<file path="config.mk">
export PLATFORM = sky130hd
export DESIGN_NAME = thermal_pi_frequency_governor
export DESIGN_NICKNAME = d
export VERILOG_FILES = /design/src/design/tpfg_pkg.sv /design/src/design/thermal_pi_frequency_governor.sv
export SDC_FILE = /design/constraint.sdc
export NUM_CORES = 2
export LEC_CHECK = 0
export CAP_MARGIN = 20
export CORE_UTILIZATION = 45
export CTS_CLUSTER_DIAMETER = 30
export DETAILED_ROUTE_END_ITERATION = 16
export DONT_BUFFER_PORTS = 1
export PLACE_DENSITY = 0.57
export SYNTH_ARGS = -nofsm -noshare
export SYNTH_HDL_FRONTEND = slang
export SYNTH_SLANG_ARGS = --single-unit
</file>
<file path="constraint.sdc">
create_clock -name clock -period 13.4 [get_ports clock]
set_input_delay 4.02 -clock clock [delete_from_list [all_inputs] [get_ports clock]]
set_output_delay 4.02 -clock clock [all_outputs]
set_load 0.005 [all_outputs]
</file>
<file path="src/design/tpfg_pkg.sv">
// ----------------------------------------------------------------------------
// tpfg_pkg - shared definitions for the thermal pi frequency governor
// widths, register indexes, reset values and sequencer states
// ----------------------------------------------------------------------------
package tpfg_pkg;

   // field widths
   localparam int TempW   = 18;
   localparam int ClassW  = 2;
   localparam int FreqW   = 32;
   localparam int TsW     = 24;
   localparam int IntvW   = 8;
   localparam int SetW    = 50;
   localparam int GainW   = 60;
   localparam int CsrIdxW = 8;
   localparam int CsrDatW = 64;

   // sub-field widths of the tuning sets
   localparam int TgtW = 17;
   localparam int FfW  = 16;
   localparam int KW   = 20;
   localparam int TiW  = 16;
   localparam int F0W  = 24;

   // internal datapath widths
   localparam int ErrW  = 19;             // target minus temperature
   localparam int DiffW = 20;             // error change
   localparam int DtW   = 18;             // target minus reference temp
   localparam int DvdW  = KW + TsW;       // K*Ts dividend
   localparam int RemW  = TiW + 1;        // remainder, below 2*Ti
   localparam int CoefW = 31;             // saturated coefficient A
   localparam int MulAW = 32;
   localparam int MulBW = 25;
   localparam int MulPW = MulAW + MulBW;
   localparam int AccW  = 54;
   localparam int DivCntW = 6;
   localparam int DivSteps = DvdW;

   // reset values of the registers
   localparam logic [TsW-1:0]   TsReset   = 24'd1000000;
   localparam logic [SetW-1:0]  SetReset  = 50'd549764989008000;
   localparam logic [GainW-1:0] GainReset = 60'd97650376704020000;

   // coefficient and output limits
   localparam logic [CoefW-1:0]        CoefMax = {CoefW{1'b1}};
   localparam logic signed [AccW-1:0]  SumLow  = -(AccW'(64'sd2147483648));
   localparam logic signed [AccW-1:0]  SumHigh = AccW'(64'sd2147483647);
   localparam logic signed [FreqW-1:0] OutLow  = -(FreqW'(64'sd2147483647));
   localparam logic signed [FreqW-1:0] OutHigh = FreqW'(64'sd2147483646);

   // workload classes
   localparam logic [ClassW-1:0] ClassFloat = 2'd1;
   localparam logic [ClassW-1:0] ClassInt   = 2'd2;

   typedef enum logic [CsrIdxW-1:0] {
      REG_SAMPLE_PERIOD  = 8'd0,
      REG_CHECK_INTERVAL = 8'd1,
      REG_FLOAT_SETPTS   = 8'd2,
      REG_FLOAT_GAINS    = 8'd3,
      REG_INT_SETPTS     = 8'd4,
      REG_INT_GAINS      = 8'd5,
      REG_MEM_SETPTS     = 8'd6,
      REG_MEM_GAINS      = 8'd7
   } reg_index_type;

   typedef enum logic [3:0] {
      ST_IDLE,
      ST_KTS,
      ST_DIFF,
      ST_DT,
      ST_DIV,
      ST_PMUL,
      ST_FMUL,
      ST_ACC,
      ST_DONE
   } seq_state_type;

endpackage

</file>
<file path="src/design/thermal_pi_frequency_governor.sv">
// ----------------------------------------------------------------------------
// thermal_pi_frequency_governor - incremental pi controller with feedforward
// one shared multiplier and one shared adder stepped by a small sequencer
// ----------------------------------------------------------------------------
// a request is accepted only in idle, so the next request waits until the sequencer
// has finished the current one; the 44-step restoring division of K*Ts by 2*Ti
//    on the shared adder is skipped when Ti is 0
// a finished result waits in the output register while the next request runs
// reset: synchronous, active high; registers return to their reset values,
//    controller history and class counter clear, no result pending
module thermal_pi_frequency_governor (
   input  logic        clock,
   input  logic        reset,
   // request channel
   input  logic        req_tvalid,
   output logic        req_tready,
   input  logic [23:0] req_tdata,   // temperature [17:0], class_sample [19:18]
   // response channel
   output logic        rsp_tvalid,
   input  logic        rsp_tready,
   output logic [31:0] rsp_tdata,   // freq_target [31:0]
   output logic [0:0]  rsp_tuser,   // clamped [0]
   // register write channel
   input  logic        csr_valid,
   output logic        csr_ready,
   input  logic [7:0]  csr_index,
   input  logic [63:0] csr_data
);

   // ---------------------------------------------------------------------
   // configuration registers
   // ---------------------------------------------------------------------
   logic [tpfg_pkg::TsW-1:0]   ts_ff;
   logic [tpfg_pkg::IntvW-1:0] intv_ff;
   logic [tpfg_pkg::SetW-1:0]  setpts_ff [3];   // 0 float, 1 int, 2 mem
   logic [tpfg_pkg::GainW-1:0] gains_ff  [3];

   // ---------------------------------------------------------------------
   // sequencer and datapath registers
   // ---------------------------------------------------------------------
   tpfg_pkg::seq_state_type state_ff, state_in;

   logic [tpfg_pkg::ClassW-1:0]      held_class_ff, held_class_in;
   logic [tpfg_pkg::IntvW-1:0]       check_count_ff, check_count_in;
   logic signed [tpfg_pkg::ErrW-1:0] prev_err_ff, prev_err_in;
   logic signed [tpfg_pkg::FreqW-1:0] prev_out_ff, prev_out_in;

   logic signed [tpfg_pkg::TempW-1:0] temp_ff, temp_in;
   logic signed [tpfg_pkg::ErrW-1:0]  err_ff, err_in;
   logic signed [tpfg_pkg::DiffW-1:0] diff_ff, diff_in;
   logic signed [tpfg_pkg::DtW-1:0]   dt_ff, dt_in;
   logic [tpfg_pkg::DvdW-1:0]         dq_ff, dq_in;      // dividend, then quotient
   logic [tpfg_pkg::RemW-1:0]         rem_ff, rem_in;
   logic [tpfg_pkg::DivCntW-1:0]      div_cnt_ff, div_cnt_in;
   logic signed [tpfg_pkg::AccW-1:0]  prod_ff, prod_in;
   logic signed [tpfg_pkg::AccW-1:0]  acc_ff, acc_in;

   logic                              rsp_valid_ff, rsp_valid_in;
   logic signed [tpfg_pkg::FreqW-1:0] rsp_freq_ff, rsp_freq_in;
   logic                              rsp_clamp_ff, rsp_clamp_in;

   // ---------------------------------------------------------------------
   // tuning set picked by the held class
   // ---------------------------------------------------------------------
   logic [1:0]                      set_sel;
   logic [tpfg_pkg::SetW-1:0]       cur_set;
   logic [tpfg_pkg::GainW-1:0]      cur_gain;
   logic [tpfg_pkg::TgtW-1:0]       tgt;
   logic [tpfg_pkg::TgtW-1:0]       t0;
   logic [tpfg_pkg::FfW-1:0]        ff_gain;
   logic [tpfg_pkg::KW-1:0]         k_gain;
   logic [tpfg_pkg::TiW-1:0]        ti;
   logic [tpfg_pkg::F0W-1:0]        f0;

   always_comb begin
      priority if (held_class_ff == tpfg_pkg::ClassFloat) begin
         set_sel = 2'd0;
      end else if (held_class_ff == tpfg_pkg::ClassInt) begin
         set_sel = 2'd1;
      end else begin
         set_sel = 2'd2;   // classes 0 and 3 run the mem set
      end
   end

   assign cur_set  = setpts_ff[set_sel];
   assign cur_gain = gains_ff[set_sel];
   assign tgt      = cur_set[16:0];
   assign t0       = cur_set[33:17];
   assign ff_gain  = cur_set[49:34];
   assign k_gain   = cur_gain[19:0];
   assign ti       = cur_gain[35:20];
   assign f0       = cur_gain[59:36];

   // ---------------------------------------------------------------------
   // shared units: one signed multiplier, one add/subtract
   // ---------------------------------------------------------------------
   logic signed [tpfg_pkg::MulAW-1:0] mul_a;
   logic signed [tpfg_pkg::MulBW-1:0] mul_b;
   logic signed [tpfg_pkg::MulPW-1:0] mul_p;
   logic signed [tpfg_pkg::AccW-1:0]  add_x, add_y, add_sum;
   logic                              add_sub;

   assign mul_p   = mul_a * mul_b;
   assign add_sum = add_sub ? (add_x - add_y) : (add_x + add_y);

   // division step: shift next dividend bit into the remainder and trial subtract
   logic [tpfg_pkg::RemW:0]        trial;
   logic                           div_ge;
   logic [tpfg_pkg::CoefW-1:0]     coef;

   assign trial  = {rem_ff, dq_ff[tpfg_pkg::DvdW-1]};
   assign div_ge = !add_sum[tpfg_pkg::AccW-1];

   // saturated coefficient, Ti of zero gives the maximum
   always_comb begin
      if (ti == '0 || (|dq_ff[tpfg_pkg::DvdW-1:tpfg_pkg::CoefW])) begin
         coef = tpfg_pkg::CoefMax;
      end else begin
         coef = dq_ff[tpfg_pkg::CoefW-1:0];
      end
   end

   // clamp of the final sum
   logic                              clamp_lo, clamp_hi;
   assign clamp_lo = acc_ff <= tpfg_pkg::SumLow;
   assign clamp_hi = acc_ff >= tpfg_pkg::SumHigh;

   // class refresh on accept
   logic [tpfg_pkg::IntvW:0] cnt_next;
   assign cnt_next = {1'b0, check_count_ff} + 1'b1;

   logic req_fire;
   logic rsp_free;
   assign req_fire = req_tvalid && req_tready;
   assign rsp_free = !rsp_valid_ff || rsp_tready;

   // ---------------------------------------------------------------------
   // sequencer: next state, unit operand selection and register updates
   // ---------------------------------------------------------------------
   always_comb begin
      state_in       = state_ff;
      held_class_in  = held_class_ff;
      check_count_in = check_count_ff;
      prev_err_in    = prev_err_ff;
      prev_out_in    = prev_out_ff;
      temp_in        = temp_ff;
      err_in         = err_ff;
      diff_in        = diff_ff;
      dt_in          = dt_ff;
      dq_in          = dq_ff;
      rem_in         = rem_ff;
      div_cnt_in     = div_cnt_ff;
      prod_in        = prod_ff;
      acc_in         = acc_ff;
      rsp_freq_in    = rsp_freq_ff;
      rsp_clamp_in   = rsp_clamp_ff;
      rsp_valid_in   = rsp_valid_ff && !rsp_tready;

      mul_a   = '0;
      mul_b   = '0;
      add_x   = acc_ff;
      add_y   = '0;
      add_sub = 1'b0;
      req_tready = 1'b0;

      unique case (state_ff)
         tpfg_pkg::ST_IDLE: begin
            req_tready = 1'b1;
            if (req_fire) begin
               temp_in = $signed(req_tdata[17:0]);
               if (cnt_next >= {1'b0, intv_ff}) begin
                  check_count_in = '0;
                  held_class_in  = req_tdata[19:18];
               end else begin
                  check_count_in = cnt_next[tpfg_pkg::IntvW-1:0];
               end
               state_in = tpfg_pkg::ST_KTS;
            end
         end
         tpfg_pkg::ST_KTS: begin
            // K*Ts on the multiplier, error on the adder
            mul_a   = $signed(tpfg_pkg::MulAW'(k_gain));
            mul_b   = $signed(tpfg_pkg::MulBW'(ts_ff));
            dq_in   = mul_p[tpfg_pkg::DvdW-1:0];
            add_x   = $signed(tpfg_pkg::AccW'(tgt));
            add_y   = tpfg_pkg::AccW'(temp_ff);
            add_sub = 1'b1;
            err_in  = add_sum[tpfg_pkg::ErrW-1:0];
            state_in = tpfg_pkg::ST_DIFF;
         end
         tpfg_pkg::ST_DIFF: begin
            add_x   = tpfg_pkg::AccW'(err_ff);
            add_y   = tpfg_pkg::AccW'(prev_err_ff);
            add_sub = 1'b1;
            diff_in = add_sum[tpfg_pkg::DiffW-1:0];
            state_in = tpfg_pkg::ST_DT;
         end
         tpfg_pkg::ST_DT: begin
            add_x      = $signed(tpfg_pkg::AccW'(tgt));
            add_y      = $signed(tpfg_pkg::AccW'(t0));
            add_sub    = 1'b1;
            dt_in      = add_sum[tpfg_pkg::DtW-1:0];
            rem_in     = '0;
            div_cnt_in = '0;
            state_in   = (ti == '0) ? tpfg_pkg::ST_PMUL : tpfg_pkg::ST_DIV;
         end
         tpfg_pkg::ST_DIV: begin
            add_x   = $signed(tpfg_pkg::AccW'(trial));
            add_y   = $signed(tpfg_pkg::AccW'({ti, 1'b0}));
            add_sub = 1'b1;
            rem_in  = div_ge ? add_sum[tpfg_pkg::RemW-1:0] : trial[tpfg_pkg::RemW-1:0];
            dq_in   = {dq_ff[tpfg_pkg::DvdW-2:0], div_ge};
            div_cnt_in = div_cnt_ff + 1'b1;
            if (div_cnt_ff == tpfg_pkg::DivCntW'(tpfg_pkg::DivSteps - 1)) begin
               state_in = tpfg_pkg::ST_PMUL;
            end
         end
         tpfg_pkg::ST_PMUL: begin
            // proportional product; start the sum with previous output plus f0
            mul_a   = $signed({1'b0, coef});
            mul_b   = tpfg_pkg::MulBW'(diff_ff);
            prod_in = mul_p[tpfg_pkg::AccW-1:0];
            add_x   = tpfg_pkg::AccW'(prev_out_ff);
            add_y   = $signed(tpfg_pkg::AccW'(f0));
            acc_in  = add_sum;
            state_in = tpfg_pkg::ST_FMUL;
         end
         tpfg_pkg::ST_FMUL: begin
            // feedforward product while the proportional term is added
            mul_a   = $signed(tpfg_pkg::MulAW'(ff_gain));
            mul_b   = tpfg_pkg::MulBW'(dt_ff);
            prod_in = mul_p[tpfg_pkg::AccW-1:0];
            add_x   = acc_ff;
            add_y   = prod_ff;
            acc_in  = add_sum;
            state_in = tpfg_pkg::ST_ACC;
         end
         tpfg_pkg::ST_ACC: begin
            add_x   = acc_ff;
            add_y   = prod_ff;
            acc_in  = add_sum;
            state_in = tpfg_pkg::ST_DONE;
         end
         tpfg_pkg::ST_DONE: begin
            // hold until the output register can take the result
            if (rsp_free) begin
               priority if (clamp_lo) begin
                  rsp_freq_in  = tpfg_pkg::OutLow;
                  rsp_clamp_in = 1'b1;
               end else if (clamp_hi) begin
                  rsp_freq_in  = tpfg_pkg::OutHigh;
                  rsp_clamp_in = 1'b1;
               end else begin
                  rsp_freq_in  = acc_ff[tpfg_pkg::FreqW-1:0];
                  rsp_clamp_in = 1'b0;
               end
               prev_out_in  = rsp_freq_in;
               prev_err_in  = err_ff;
               rsp_valid_in = 1'b1;
               state_in     = tpfg_pkg::ST_IDLE;
            end
         end
         default: begin
            state_in = tpfg_pkg::ST_IDLE;
         end
      endcase
   end

   // ---------------------------------------------------------------------
   // registers
   // ---------------------------------------------------------------------
   assign csr_ready = 1'b1;

   always_ff @(posedge clock) begin
      if (reset) begin
         state_ff       <= tpfg_pkg::ST_IDLE;
         held_class_ff  <= '0;
         check_count_ff <= '0;
         prev_err_ff    <= '0;
         prev_out_ff    <= '0;
         rsp_valid_ff   <= 1'b0;
         ts_ff          <= tpfg_pkg::TsReset;
         intv_ff        <= '0;
         for (int i = 0; i < 3; i++) begin
            setpts_ff[i] <= tpfg_pkg::SetReset;
            gains_ff[i]  <= tpfg_pkg::GainReset;
         end
      end else begin
         state_ff       <= state_in;
         held_class_ff  <= held_class_in;
         check_count_ff <= check_count_in;
         prev_err_ff    <= prev_err_in;
         prev_out_ff    <= prev_out_in;
         rsp_valid_ff   <= rsp_valid_in;
         if (csr_valid && csr_ready) begin
            unique case (csr_index)
               tpfg_pkg::REG_SAMPLE_PERIOD:  ts_ff   <= csr_data[tpfg_pkg::TsW-1:0];
               tpfg_pkg::REG_CHECK_INTERVAL: intv_ff <= csr_data[tpfg_pkg::IntvW-1:0];
               tpfg_pkg::REG_FLOAT_SETPTS:   setpts_ff[0] <= csr_data[tpfg_pkg::SetW-1:0];
               tpfg_pkg::REG_FLOAT_GAINS:    gains_ff[0]  <= csr_data[tpfg_pkg::GainW-1:0];
               tpfg_pkg::REG_INT_SETPTS:     setpts_ff[1] <= csr_data[tpfg_pkg::SetW-1:0];
               tpfg_pkg::REG_INT_GAINS:      gains_ff[1]  <= csr_data[tpfg_pkg::GainW-1:0];
               tpfg_pkg::REG_MEM_SETPTS:     setpts_ff[2] <= csr_data[tpfg_pkg::SetW-1:0];
               tpfg_pkg::REG_MEM_GAINS:      gains_ff[2]  <= csr_data[tpfg_pkg::GainW-1:0];
               default: ;   // unknown index, write dropped
            endcase
         end
      end
   end

   // payload registers, no reset
   always_ff @(posedge clock) begin
      temp_ff      <= temp_in;
      err_ff       <= err_in;
      diff_ff      <= diff_in;
      dt_ff        <= dt_in;
      dq_ff        <= dq_in;
      rem_ff       <= rem_in;
      div_cnt_ff   <= div_cnt_in;
      prod_ff      <= prod_in;
      acc_ff       <= acc_in;
      rsp_freq_ff  <= rsp_freq_in;
      rsp_clamp_ff <= rsp_clamp_in;
   end

   assign rsp_tvalid = rsp_valid_ff;
   assign rsp_tdata  = rsp_freq_ff;
   assign rsp_tuser  = rsp_clamp_ff;

   // ---------------------------------------------------------------------
   // assertions
   // ---------------------------------------------------------------------
   a_accept_starts: assert property (@(posedge clock) disable iff (reset)
      req_tvalid && req_tready |=> state_ff == tpfg_pkg::ST_KTS)
      else $error("accepted request did not start the sequencer");

   a_clamp_at_limit: assert property (@(posedge clock) disable iff (reset)
      rsp_tvalid && rsp_tuser[0] |->
         rsp_tdata == tpfg_pkg::OutLow || rsp_tdata == tpfg_pkg::OutHigh)
      else $error("clamp flag without a limit value");

   a_prev_out_range: assert property (@(posedge clock) disable iff (reset)
      prev_out_ff != tpfg_pkg::SumLow[tpfg_pkg::FreqW-1:0] &&
      prev_out_ff != tpfg_pkg::SumHigh[tpfg_pkg::FreqW-1:0])
      else $error("stored output outside clamp range");

   a_div_count: assert property (@(posedge clock) disable iff (reset)
      state_ff == tpfg_pkg::ST_DIV |->
         div_cnt_ff < tpfg_pkg::DivCntW'(tpfg_pkg::DivSteps))
      else $error("division ran past its step count");

   a_rem_bound: assert property (@(posedge clock) disable iff (reset)
      state_ff == tpfg_pkg::ST_DIV && $past(state_ff) == tpfg_pkg::ST_DIV |->
         {1'b0, rem_ff} < {1'b0, ti, 1'b0})
      else $error("division remainder not below divisor");

endmodule
</file>
==> flow_summary_export.csv <==
group,metric,value,unit
drt,drtIter0Drc,4252,
finish,drive_gt1_frac,0.07100,
run_status,outcome,"finished clean",
pwr,leakage,0.02728,uW
drt,drc,0,
yosys,synth_cell_types,95,
timing,timing.final.crit_share,0.9201,
timing,slew-limit-headroom,0.1153,
yosys,synth-edff-count,613,
global_routing,grt_antenna_before_repair,17,
pwr,power.combinational.fraction,0.291,
floorplanning,pin_count,137,
timing,tightest_slew,1.313,ns
clock_network,ctsResizeCount,0,
yosys,ys_async_sr_fraction,0,
finish,syn_to_final_growth,10.37,%
floorplanning,die_w,361.6,um
yosys,synth_top_area_frac,0.3163,
finish,final_cell_area,64220,sq um
critical_path,crit_slowest_cell,"nor3_1",
global_routing,grt_pass1_wl,277.5,mm
timing,setup_viol,0,
yosys,ys_top_cells_by_count,"933 x nand2_1, 806 x inv_1, 665 x fa_1",
global_routing,grt_pass1_vias,42660,
place,hpwlAfterDp,138.7,mm
place,gp_congestion,0.9599,
clock_network,clock_path_buffers,3,
drt,vias,42890,
timing,tns,0,ns
yosys,synth_ff_type,"edfxtp_1",
critical_path,critPathCaptureType,"flip-flop",
floorplanning,core-area,127800,sq um
global_routing,grt-ovfl-total,0,
clock_network,postCtsHoldBufs,0,
clock_network,cts.sinks,711,
clock_network,cts_root_buf,"clkbuf_16",
global_routing,grt_max_degree,106,
yosys,yosysMostFrequentCell,"nand2_1",
yosys,ys_seq_elements,711,
drt,detail-route-antenna-nets,0,
timing,period_needed,12.33,ns
drt,routed_via_density,5.697,
finish,fill_cells,11700,
place,port_buffers,0,
critical_path,worstSetupPathType,"flip-flop to flip-flop",
critical_path,cp_slowest_stage_delay,0.99,ns
drt,wl,187.0,mm
timing,rsz0062_at_grt,"no",
pwr,p_clk_frac,0.374,
pwr,switchingPower,2862,uW
clock_network,cts_tree,"yes",
critical_path,crit_path_start_kind,"flip-flop",
floorplanning,initial_core_util,0.4551,
pwr,swShare,0.3465,
critical_path,path_max_fanout,102,
timing,final_hold_viol_count,0,
clock_network,clk_pin_slew,0.06,ns
drt,wl_per_cell,24.84,um
clock_network,clk_latency,0.75,ns
flow_run,maxCapViolations,0,
yosys,synthCells,5809,
clock_network,cts_setup_buffers,0,
critical_path,cp_common_cell,"fa_1",
floorplanning,num_rows,131,
drt,first_pass_iters,6,
clock_network,htree_levels,3,
pwr,power_density,128.6,nW/um^2
pwr,p_int,5399,uW
critical_path,critical_path_arrival,12.75,ns
floorplanning,dieArea,130800,sq um
timing,fin_worst_skew,0.07859,ns
yosys,syn_area,58190,sq um
finish,nNetsFinal,6779,
global_routing,grt.total_usage,0.2877,
timing,slew_viol_final,0,
yosys,synth_area_leaders,"edfxtp_1 32%, fa_1 23%, nand2_1 6.0%",
pwr,seqPwrFrac,0.334,
timing,fmax,81.11,MHz
yosys,ys_warn_count,0,
critical_path,cp_data_required_time,13.83,ns
yosys,ys_seq_area_frac,0.3501,
yosys,syn_nets,6843,
yosys,synth_top_area_cell,"edfxtp_1",
clock_network,numCtsBuffers,114,
place,place_area,60020,sq um
yosys,synth.avg_cell_area,10.02,sq um
floorplanning,fp.dieH,361.6,um
worst_hold_path,hp-class,"flip-flop to flip-flop",
pwr,vdd_drop_max,0.1253,mV
==> power by group through the flow <==
stage | clock network (uW) | logic, uW | registers [uW]
3_5_place_dp | 0 | 2370 | 2800
5_1_grt | 3240 | 2600 | 2770
3_3_place_gp | 0 | 2350 | 2800
2_1_floorplan | 0 | 1590 | 2780
4_1_cts | 3130 | 2390 | 2760
6_report | 3090 | 2410 | 2760
==> stage by stage <==
stage,power (uW),utilization,setup WS (ns),instances,hold slack (ns)
after CTS,8274,0.5015,1.191,7505,0.4502
after floorplan,4365,-,3.682,5809,0.4315
final,8261,0.5023,1.071,7528,0.4585
after global placement,5156,0.4694,1.294,7288,0.4375
after global routing,8604,0.5021,0.4444,7516,0.4616
after detailed placement,5177,0.4695,1.297,7289,0.4407
==> kinds of logic after synthesis <==
| logic type | synth area share |
|---|---|
| and+or+nand+nor | 0.1407 |
| buffers and inverters | 0.07405 |
| adders and majority gates | 0.2864 |
| AOI/OAI and AO/OA | 0.09506 |
| DFF | 0.3501 |
| muxes | 0.03208 |
| xor gates and xnor gates | 0.02152 |
| other | 0.00006445 |
==> placed cells by master, fill, tap and decap left out, types with 93 or more instances in the layout <==
cell,count
nand2_1,925
inv_1,806
fa_1,665
edfxtp_1,613
nor2_1,539
ha_1,267
a21oi_1,231
o21ai_0,178
mux2i_1,167
buf_4,116
clkbuf_16,114
dfxtp_1,98
and2_1,93
==> worst max-delay path: cells and delay by family, from the launching register on <==
| family | cells | cell delay [ns] |
|---|---|---|
| adders and majority gates | 9 | 4.51 |
| and+or+nand+nor | 8 | 3.19 |
| AOI/OAI and AO/OA | 10 | 2.68 |
| buffers and inverters | 8 | 1.10 |
| DFF | 1 | 0.32 |
| xor gates and xnor gates | 1 | 0.08 |
==> registers in the layout, summed over array words and instances, names as in the netlist, 2 cells and up <==
| name | flops |
|---|---|
| acc_ff | 54 |
| gains_ff | 180 |
| state_ff | 4 |
| div_cnt_ff | 6 |
| diff_ff | 20 |
| ts_ff | 24 |
| prod_ff | 54 |
| check_count_ff | 8 |
| prev_err_ff | 19 |
| rem_ff | 17 |
| intv_ff | 8 |
| temp_ff | 18 |
| prev_out_ff | 32 |
| rsp_tdata | 32 |
| setpts_ff | 150 |
| err_ff | 19 |
| held_class_ff | 2 |
| dq_ff | 44 |
| dt_ff | 18 |
==> worst paths after layout <==
path / endpoint / cells after the start / slack, ns / from
max: prod_ff[53] / 36 / 1.07 / held_class_ff[0]
min: prev_err_ff[2] / 2 / 0.46 / prev_err_ff[2]
max reg2reg: prod_ff[53] / 36 / 1.07 / held_class_ff[0]
min reg2reg: prev_err_ff[2] / 2 / 0.46 / prev_err_ff[2]
==> metal layers <==
metal  routed length, um  up-vias  part of all wire  global-route usage
met5                 153        -           0.00082                   0
met4                6436       18             0.034             0.09771
met3               15890      344             0.085             0.05696
met2               86160     1721              0.46              0.4557
met1               78360    21740              0.42              0.3950
li1                    -    19060                 -                   -
==> layout make-up <==
type | instances | area, sq um | share of cell area
multi-input combinational | 3989 | 33640 | 0.5238
sequential | 711 | 20370 | 0.3172
inverter | 810 | 3043 | 0.04738
clock buffer | 125 | 2944 | 0.04584
tap | 1662 | 2079 | 0.03238
clock inverter | 91 | 1152 | 0.01794
timing repair buffer | 119 | 938.4 | 0.01461
antenna | 21 | 52.55 | 0.0008183
Note: power is estimated with default switching activity, not from simulation.
